==> src/sv/wsos_pkg.sv <==
package wsos_pkg;

   localparam logic [1:0] ACT_STEER    = 2'd0;
   localparam logic [1:0] ACT_STRAIGHT = 2'd1;
   localparam logic [1:0] ACT_RESTART  = 2'd2;

   localparam logic [2:0] REG_START_X   = 3'd0;
   localparam logic [2:0] REG_START_Y   = 3'd1;
   localparam logic [2:0] REG_START_HDG = 3'd2;
   localparam logic [2:0] REG_SPEED     = 3'd3;
   localparam logic [2:0] REG_RADIUS    = 3'd4;
   localparam logic [2:0] REG_TIME_STEP = 3'd5;

   // CORDIC operand sources
   localparam logic [2:0] SRC_HEAD  = 3'd0;
   localparam logic [2:0] SRC_HEADM = 3'd1;
   localparam logic [2:0] SRC_ANG   = 3'd2;
   localparam logic [2:0] SRC_GOAL  = 3'd3;
   localparam logic [2:0] SRC_ORB   = 3'd4;

   // datapath update operations
   localparam logic [2:0] OP_NONE    = 3'd0;
   localparam logic [2:0] OP_CENTER  = 3'd1;
   localparam logic [2:0] OP_ORBA    = 3'd2;
   localparam logic [2:0] OP_ORBPOS  = 3'd3;
   localparam logic [2:0] OP_STEERH  = 3'd4;
   localparam logic [2:0] OP_MOVE    = 3'd5;
   localparam logic [2:0] OP_RESTART = 3'd6;

   localparam logic [31:0] INV_GAIN_Q30 = 32'd652032874;
   localparam logic [29:0] RAD_TO_ANG   = 30'd683565276;
   localparam logic [31:0] QUARTER_TURN = 32'h4000_0000;
   localparam int          DIV_STEPS    = 46;

   typedef struct packed {
      logic       load;
      logic       div_start;
      logic       cor_start;
      logic [2:0] cor_src;
      logic [2:0] op;
      logic       capture;
   } cmd_type;

   typedef struct packed {
      logic       cor_done;
      logic       div_done;
      logic       near;
      logic       hold;
      logic [1:0] action;
   } sts_type;

   function automatic logic [31:0] ang_tab(input logic [4:0] idx);
      logic [31:0] v;
      case (idx)
         5'd0:  v = 32'h20000000;
         5'd1:  v = 32'h12E4051E;
         5'd2:  v = 32'h09FB385B;
         5'd3:  v = 32'h051111D4;
         5'd4:  v = 32'h028B0D43;
         5'd5:  v = 32'h0145D7E1;
         5'd6:  v = 32'h00A2F61E;
         5'd7:  v = 32'h00517C55;
         5'd8:  v = 32'h0028BE53;
         5'd9:  v = 32'h00145F2F;
         5'd10: v = 32'h000A2F98;
         5'd11: v = 32'h000517CC;
         5'd12: v = 32'h00028BE6;
         5'd13: v = 32'h000145F3;
         5'd14: v = 32'h0000A2FA;
         5'd15: v = 32'h0000517D;
         5'd16: v = 32'h000028BE;
         5'd17: v = 32'h0000145F;
         5'd18: v = 32'h00000A30;
         5'd19: v = 32'h00000518;
         5'd20: v = 32'h0000028C;
         5'd21: v = 32'h00000146;
         5'd22: v = 32'h000000A3;
         5'd23: v = 32'h00000051;
         default: v = 32'h0;
      endcase
      return v;
   endfunction

   function automatic logic [31:0] sat32(input logic signed [33:0] v);
      logic [31:0] r;
      if (v > 34'sh0_7FFF_FFFF) begin
         r = 32'h7FFF_FFFF;
      end else if (v < -34'sh0_8000_0000) begin
         r = 32'h8000_0000;
      end else begin
         r = v[31:0];
      end
      return r;
   endfunction

   function automatic logic [15:0] to_heading(input logic [31:0] a);
      logic [31:0] s;
      s = a + 32'h0000_8000;
      return s[31:16];
   endfunction

endpackage

==> src/sv/wsos_ctrl.sv <==
module wsos_ctrl import wsos_pkg::*; (
   input  logic    clock,
   input  logic    reset,
   input  logic    req_valid,
   output logic    req_ready,
   output logic    rsp_valid,
   input  logic    rsp_ready,
   input  sts_type sts,
   output cmd_type cmd
);

   localparam logic [3:0] S_IDLE = 4'd0;
   localparam logic [3:0] S_DISP = 4'd1;
   localparam logic [3:0] S_CEN  = 4'd2;
   localparam logic [3:0] S_ORB0 = 4'd3;
   localparam logic [3:0] S_ORB1 = 4'd4;
   localparam logic [3:0] S_ORB2 = 4'd5;
   localparam logic [3:0] S_ORB3 = 4'd6;
   localparam logic [3:0] S_STR  = 4'd7;
   localparam logic [3:0] S_MV0  = 4'd8;
   localparam logic [3:0] S_MOVE = 4'd9;
   localparam logic [3:0] S_OUT  = 4'd10;

   logic [3:0] state_ff, state_in;
   logic       rsp_valid_ff, rsp_valid_in;

   assign req_ready = (state_ff == S_IDLE);
   assign rsp_valid = rsp_valid_ff;

   always_comb begin
      state_in     = state_ff;
      rsp_valid_in = rsp_valid_ff && !rsp_ready;
      cmd          = '0;
      cmd.cor_src  = SRC_HEAD;
      cmd.op       = OP_NONE;
      unique case (state_ff)
         S_IDLE: begin
            if (req_valid) begin
               cmd.load = 1'b1;
               state_in = S_DISP;
            end
         end
         S_DISP: begin
            cmd.div_start = 1'b1;
            case (sts.action)
               ACT_STEER: begin
                  cmd.cor_start = 1'b1;
                  if (sts.near && !sts.hold) begin
                     cmd.cor_src = SRC_HEADM;
                     state_in    = S_CEN;
                  end else if (sts.near) begin
                     cmd.cor_src = SRC_ORB;
                     state_in    = S_ORB1;
                  end else begin
                     cmd.cor_src = SRC_GOAL;
                     state_in    = S_STR;
                  end
               end
               ACT_STRAIGHT: begin
                  cmd.cor_start = 1'b1;
                  cmd.cor_src   = SRC_HEAD;
                  state_in      = S_MOVE;
               end
               ACT_RESTART: begin
                  cmd.op   = OP_RESTART;
                  state_in = S_OUT;
               end
               default: state_in = S_OUT;
            endcase
         end
         S_CEN: begin
            if (sts.cor_done) begin
               cmd.op   = OP_CENTER;
               state_in = S_ORB0;
            end
         end
         S_ORB0: begin
            cmd.cor_start = 1'b1;
            cmd.cor_src   = SRC_ORB;
            state_in      = S_ORB1;
         end
         S_ORB1: begin
            if (sts.cor_done && sts.div_done) begin
               cmd.op   = OP_ORBA;
               state_in = S_ORB2;
            end
         end
         S_ORB2: begin
            cmd.cor_start = 1'b1;
            cmd.cor_src   = SRC_ANG;
            state_in      = S_ORB3;
         end
         S_ORB3: begin
            if (sts.cor_done) begin
               cmd.op   = OP_ORBPOS;
               state_in = S_OUT;
            end
         end
         S_STR: begin
            if (sts.cor_done && sts.div_done) begin
               cmd.op   = OP_STEERH;
               state_in = S_MV0;
            end
         end
         S_MV0: begin
            cmd.cor_start = 1'b1;
            cmd.cor_src   = SRC_HEAD;
            state_in      = S_MOVE;
         end
         S_MOVE: begin
            if (sts.cor_done) begin
               cmd.op   = OP_MOVE;
               state_in = S_OUT;
            end
         end
         S_OUT: begin
            if (!rsp_valid_ff || rsp_ready) begin
               cmd.capture  = 1'b1;
               rsp_valid_in = 1'b1;
               state_in     = S_IDLE;
            end
         end
         default: state_in = S_IDLE;
      endcase
   end

   always_ff @(posedge clock) begin
      if (reset) begin
         state_ff     <= S_IDLE;
         rsp_valid_ff <= 1'b0;
      end else begin
         state_ff     <= state_in;
         rsp_valid_ff <= rsp_valid_in;
      end
   end

endmodule

==> config.mk <==
export PLATFORM = sky130hd
export DESIGN_NAME = wsos_ctrl
export DESIGN_NICKNAME = d
export VERILOG_FILES = /design/src/sv/wsos_pkg.sv /design/src/sv/wsos_ctrl.sv
export SDC_FILE = /design/constraint.sdc
export NUM_CORES = 1
export LEC_CHECK = 0
export ABC_AREA = 1
export CORE_AREA = 4 4 41 43
export CTS_CLUSTER_DIAMETER = 200
export CTS_CLUSTER_SIZE = 30
export DETAILED_ROUTE_END_ITERATION = 12
export DIE_AREA = 0 0 45 47
export DONT_BUFFER_PORTS = 1
export HOLD_SLACK_MARGIN = 0.02
export MAX_ROUTING_LAYER = met4
export PLACE_DENSITY_LB_ADDON = 0.1
export SYNTH_ARGS = -nofsm -noshare
export SYNTH_HDL_FRONTEND = slang
export SYNTH_SLANG_ARGS = --single-unit
==> constraint.sdc <==
create_clock -name clock -period 3.8 [get_ports clock]
set_input_delay 0.95 -clock clock [delete_from_list [all_inputs] [get_ports clock]]
set_output_delay 0.95 -clock clock [all_outputs]
set_load 0.02 [all_outputs]
==> impl_results.html <==
<table>
<tr><th>Metric</th><th>Value</th></tr>
<tr><th colspan="2">Outcome</th></tr>
<tr><td>Result of the run</td><td>finished clean</td></tr>
<tr><th colspan="2">Floorplan</th></tr>
<tr><td>Overall die area</td><td>between 2000 and 2500 um^2</td></tr>
<tr><td>Boundary pin count</td><td>22</td></tr>
<tr><td>Core Region</td><td>~1300 um^2</td></tr>
<tr><td>Initial core utilization</td><td>45.8%</td></tr>
<tr><td>Die width</td><td>45 um</td></tr>
<tr><td>Chip height</td><td>~47 um</td></tr>
<tr><td>Row cnt</td><td>13</td></tr>
<tr><th colspan="2">Setup path</th></tr>
<tr><td>Dominant delay contributor by cell family on the critical path</td><td>simple AND/OR/NAND/NOR gates</td></tr>
<tr><td>Reg2Reg Depth</td><td>6</td></tr>
<tr><td>Critical path data arrival time</td><td>1.86 ns</td></tr>
<tr><td>Startpoint of the most critical register-to-register path</td><td>state_ff[0]</td></tr>
<tr><td>Category of the worst setup path capture point</td><td>output port</td></tr>
<tr><td>Critical R2R Capture</td><td>state_ff[0]</td></tr>
<tr><td>CP Max Fanout</td><td>8</td></tr>
<tr><td>Cell-by-cell listing of the critical path</td><td>nand2_2, nor2_4, nand3_1, o21ai_0</td></tr>
<tr><td>Peak per-stage delay on the critical path</td><td>around 0.55 ns</td></tr>
<tr><td>Number of buffers and inverters on the critical path</td><td>0</td></tr>
<tr><td>Critical path launch point type</td><td>flop</td></tr>
<tr><td>Worst Path Class, Setup</td><td>reg -&gt; out</td></tr>
<tr><td>Required time of the worst setup path</td><td>2.85 ns</td></tr>
<tr><td>Register-to-register setup slack</td><td>2.38 ns</td></tr>
<tr><td>Slowest stage cell on the critical path</td><td>sky130_fd_sc_hd__o21ai_0</td></tr>
<tr><th colspan="2">Worst hold path</th></tr>
<tr><td>HP Class</td><td>reg -&gt; reg</td></tr>
<tr><td>Start point of the worst hold path</td><td>state_ff[2]</td></tr>
<tr><td>Endpoint, Worst Hold</td><td>state_ff[2]</td></tr>
<tr><td>Worst Hold Path Cells</td><td>2</td></tr>
<tr><th colspan="2">STA</th></tr>
<tr><td>Post-layout worst setup margin</td><td>approximately 0.99 ns</td></tr>
<tr><td>Share of the clock period used by the worst path</td><td>73.9%</td></tr>
<tr><td>Hold slack</td><td>between 0.5 and 0.6 ns</td></tr>
<tr><td>Normalized max-slew margin</td><td>56.0%</td></tr>
<tr><td>Highest clock frequency the design can meet</td><td>0.356 GHz</td></tr>
<tr><td>Final total negative setup slack</td><td>0 ns</td></tr>
<tr><td>Total setup violations reported at the end of the flow</td><td>0</td></tr>
<tr><td>Skew final</td><td>approximately 0.0014 ns</td></tr>
<tr><td>Final critical-path required period</td><td>approximately 2.8 ns</td></tr>
<tr><td>Unrepaired setup endpoints after global routing</td><td>no</td></tr>
<tr><td>Number of hold violations in the final report</td><td>0</td></tr>
<tr><td>Final Slew Violations</td><td>0</td></tr>
<tr><td>Slew of the pin with the lowest slew margin</td><td>roughly 0.65 ns</td></tr>
<tr><th colspan="2">Power and ir drop</th></tr>
<tr><td>Sequential Power Share</td><td>between 15 and 20%</td></tr>
<tr><td>Clock network fraction of design power</td><td>roughly 11%</td></tr>
<tr><td>Combinational Power Share</td><td>between 60% and 70%</td></tr>
<tr><td>Maximum vdd ir drop</td><td>330 uV</td></tr>
<tr><td>Switching share of power</td><td>about three fifths</td></tr>
<tr><td>Sw Pwr</td><td>approximately 310 uW</td></tr>
<tr><td>Power density over the cells</td><td>about 800 nW/um^2</td></tr>
<tr><td>Leak</td><td>0.000283 uW</td></tr>
<tr><td>Power Internal</td><td>~210 uW</td></tr>
<tr><th colspan="2">Drt</th></tr>
<tr><td>First-pass detailed-route iteration total</td><td>4</td></tr>
<tr><td>Total Routed Length</td><td>1.46 mm</td></tr>
<tr><td>DRC violations left</td><td>0</td></tr>
<tr><td>Residual antenna-violating net count after detailed routing</td><td>0</td></tr>
<tr><td>Violation count after the first detailed-route iteration</td><td>12</td></tr>
<tr><td>Wirelength per Cell</td><td>roughly 12 um</td></tr>
<tr><td>Vias per std cell</td><td>between 5 and 6</td></tr>
<tr><td>Total number of vias</td><td>650</td></tr>
<tr><th colspan="2">Clocking</th></tr>
<tr><td>Clk root buf</td><td>sky130_fd_sc_hd__clkbuf_4</td></tr>
<tr><td>Post CTS Setup Buffer Count</td><td>0</td></tr>
<tr><td>Insertion delay of the later-clocked pin in the worst-skew pair</td><td>between 0.2 and 0.25 ns</td></tr>
<tr><td>CTS H-tree lvls</td><td>1</td></tr>
<tr><td>Cts hold-fix bufs</td><td>0</td></tr>
<tr><td>Total number of clock tree sinks</td><td>5</td></tr>
<tr><td>Deepest clock path buffer count</td><td>2</td></tr>
<tr><td>Number of buffers created by CTS</td><td>3</td></tr>
<tr><td>Clock tree from TritonCTS</td><td>done</td></tr>
<tr><td>Post-CTS resize count</td><td>0</td></tr>
<tr><td>Clk slew on worst S/H paths</td><td>around 0.040 ns</td></tr>
<tr><th colspan="2">Yosys</th></tr>
<tr><td>Cell accounting for the most synthesized area</td><td>sky130_fd_sc_hd__dfxtp_1</td></tr>
<tr><td>Adder-cell share of the synthesized area</td><td>0%</td></tr>
<tr><td>Number of nets produced by synthesis</td><td>114</td></tr>
<tr><td>Share of cell area taken by muxes after synthesis</td><td>0%</td></tr>
<tr><td>Synth warn</td><td>0</td></tr>
<tr><td>Synth Cell Area</td><td>approximately 600 um^2</td></tr>
<tr><td>Biggest area contributors in the synthesized netlist</td><td>sky130_fd_sc_hd__dfxtp_1 17%, sky130_fd_sc_hd__nand2_1 14%, sky130_fd_sc_hd__nor2_1 11%</td></tr>
<tr><td>Post-synthesis xor/xnor area fraction</td><td>0%</td></tr>
<tr><td>Fraction of the mapped netlist area in compound gates</td><td>14.1%</td></tr>
<tr><td>Per-instance average area after synthesis</td><td>~5.7 um^2</td></tr>
<tr><td>Sequential fraction of the synthesis area</td><td>roughly 17%</td></tr>
<tr><td>Largest family of logic cells by synthesized area</td><td>simple AND/OR/NAND/NOR gates</td></tr>
<tr><td>Number of different library cells in the post-synthesis netlist</td><td>19</td></tr>
<tr><td>Mapped Cells</td><td>about 100</td></tr>
<tr><td>Fraction of post-synthesis cell area in the top cell type by area</td><td>roughly 17%</td></tr>
<tr><td>Area fraction in and, or, nand and nor cells after synthesis</td><td>60.3%</td></tr>
<tr><td>Flops &amp; latches, synth</td><td>5</td></tr>
<tr><th colspan="2">GRT</th></tr>
<tr><td>Largest net degree at the start of global routing</td><td>9</td></tr>
<tr><td>Global routing usage summed across all routing layers</td><td>between 10% and 20%</td></tr>
<tr><td>Global route overflow</td><td>0</td></tr>
<tr><td>First-pass GRT wire length</td><td>roughly 2.4 mm</td></tr>
<tr><td>Initial antenna violation count</td><td>0</td></tr>
<tr><td>Number of global-route vias before repair</td><td>580</td></tr>
<tr><th colspan="2">Layout</th></tr>
<tr><td>Final cell utilization of the core</td><td>between 40% and 50%</td></tr>
<tr><td>Most common cell after layout, fill and taps aside</td><td>sky130_fd_sc_hd__nand2_1</td></tr>
<tr><td>Area growth, synth to finish</td><td>7.56%</td></tr>
<tr><td>Fraction of layout instances using a drive strength above 1</td><td>23.1%</td></tr>
<tr><td>Non-filler instance count after layout</td><td>about 120</td></tr>
<tr><td>Antenna Diode Count</td><td>0</td></tr>
<tr><td>Post-layout nets</td><td>119</td></tr>
<tr><td>Most frequent cells in the layout</td><td>23 x sky130_fd_sc_hd__nand2_1, 18 x sky130_fd_sc_hd__nor2_1, 13 x sky130_fd_sc_hd__nand3_1</td></tr>
<tr><th colspan="2">Placement</th></tr>
<tr><td>Hpwl dp</td><td>~1.3 mm</td></tr>
<tr><td>Placement Setup Slack</td><td>roughly 1.1 ns</td></tr>
<tr><td>RD Place Congestion</td><td>about 0.8</td></tr>
<tr><td>Input/output buffers</td><td>0</td></tr>
<tr><td>Number of instances in the placed design</td><td>approximately 120</td></tr>
<tr><th colspan="2">Run</th></tr>
<tr><td>Number of maximum-capacitance constraint violations</td><td>0</td></tr>
</table>
==> flip-flops by register name, indices dropped and copies added (netlist names) <==
| register | cells |
|---|---|
| state_ff | 4 |
| rsp_valid | 1 |
==> cells in the mapped netlist, drive strengths merged <==
cell    instances
nand2          33
nor2           24
inv            14
nand3          14
a21oi           7
dfxtp           5
nor3            2
o211ai          2
o21a            1
o21ai           1
o22ai           1
==> cell families after synthesis <==
group | Yosys count
DFF | 5
and+or+nand+nor | 73
AOI/OAI and AO/OA | 12
buffers and inverters | 14
==> worst max-delay path by stage <==
| stage | from | to | slack, ns | depth (start not counted) |
|---|---|---|---|---|
| global route | state_ff[0] | cmd[6] | 0.84 | 4 |
| CTS | state_ff[0] | cmd[6] | 0.98 | 4 |
| global placement | sts[1] | cmd[4] | 1.11 | 3 |
| detailed placement | sts[1] | cmd[4] | 1.10 | 3 |
| finish | state_ff[0] | cmd[6] | 0.99 | 4 |
| floorplan | sts[1] | cmd[4] | 1.18 | 3 |
==> final cells by class <==
cell class                 count  area, um^2
multi-input combinational     85         443
fill                         150         661
inverter                      14        52.6
tap                           15        18.8
sequential                     5         100
clock buffer                   4        26.3
==> per-layer routing <==
layer  routed length, um  track usage (%)
met1                 616             19.5
met2                 738             26.6
met3                 106             4.60
met4                   0             3.51
met5                   0                -
==> worst reg2reg max path: cells and delay by family, from the launching register on <==
kind             cells  cell delay, ns
AND/OR/NAND/NOR      5            0.72
AO/OA/AOI/OAI        1            0.14
flip-flops           1            0.49
==> power groups by stage <==
| stage | clock, uW | combinational (uW) | sequential, uW |
|---|---|---|---|
| final | 58.4 | 358 | 103 |
| after global routing | 66.1 | 404 | 108 |
| after CTS | 61.3 | 361 | 103 |
| after detailed placement | 0 | 360 | 104 |
| after global placement | 0 | 359 | 103 |
| after floorplan | 0 | 310 | 96.4 |
==> stage by stage <==
stage	total power, uW	area [um^2]
finish	519	641
global route	578	641
CTS	525	641
detailed placement	464	614
global placement	462	614
floorplan	406	596
Note: power is estimated with default switching activity, not from simulation.
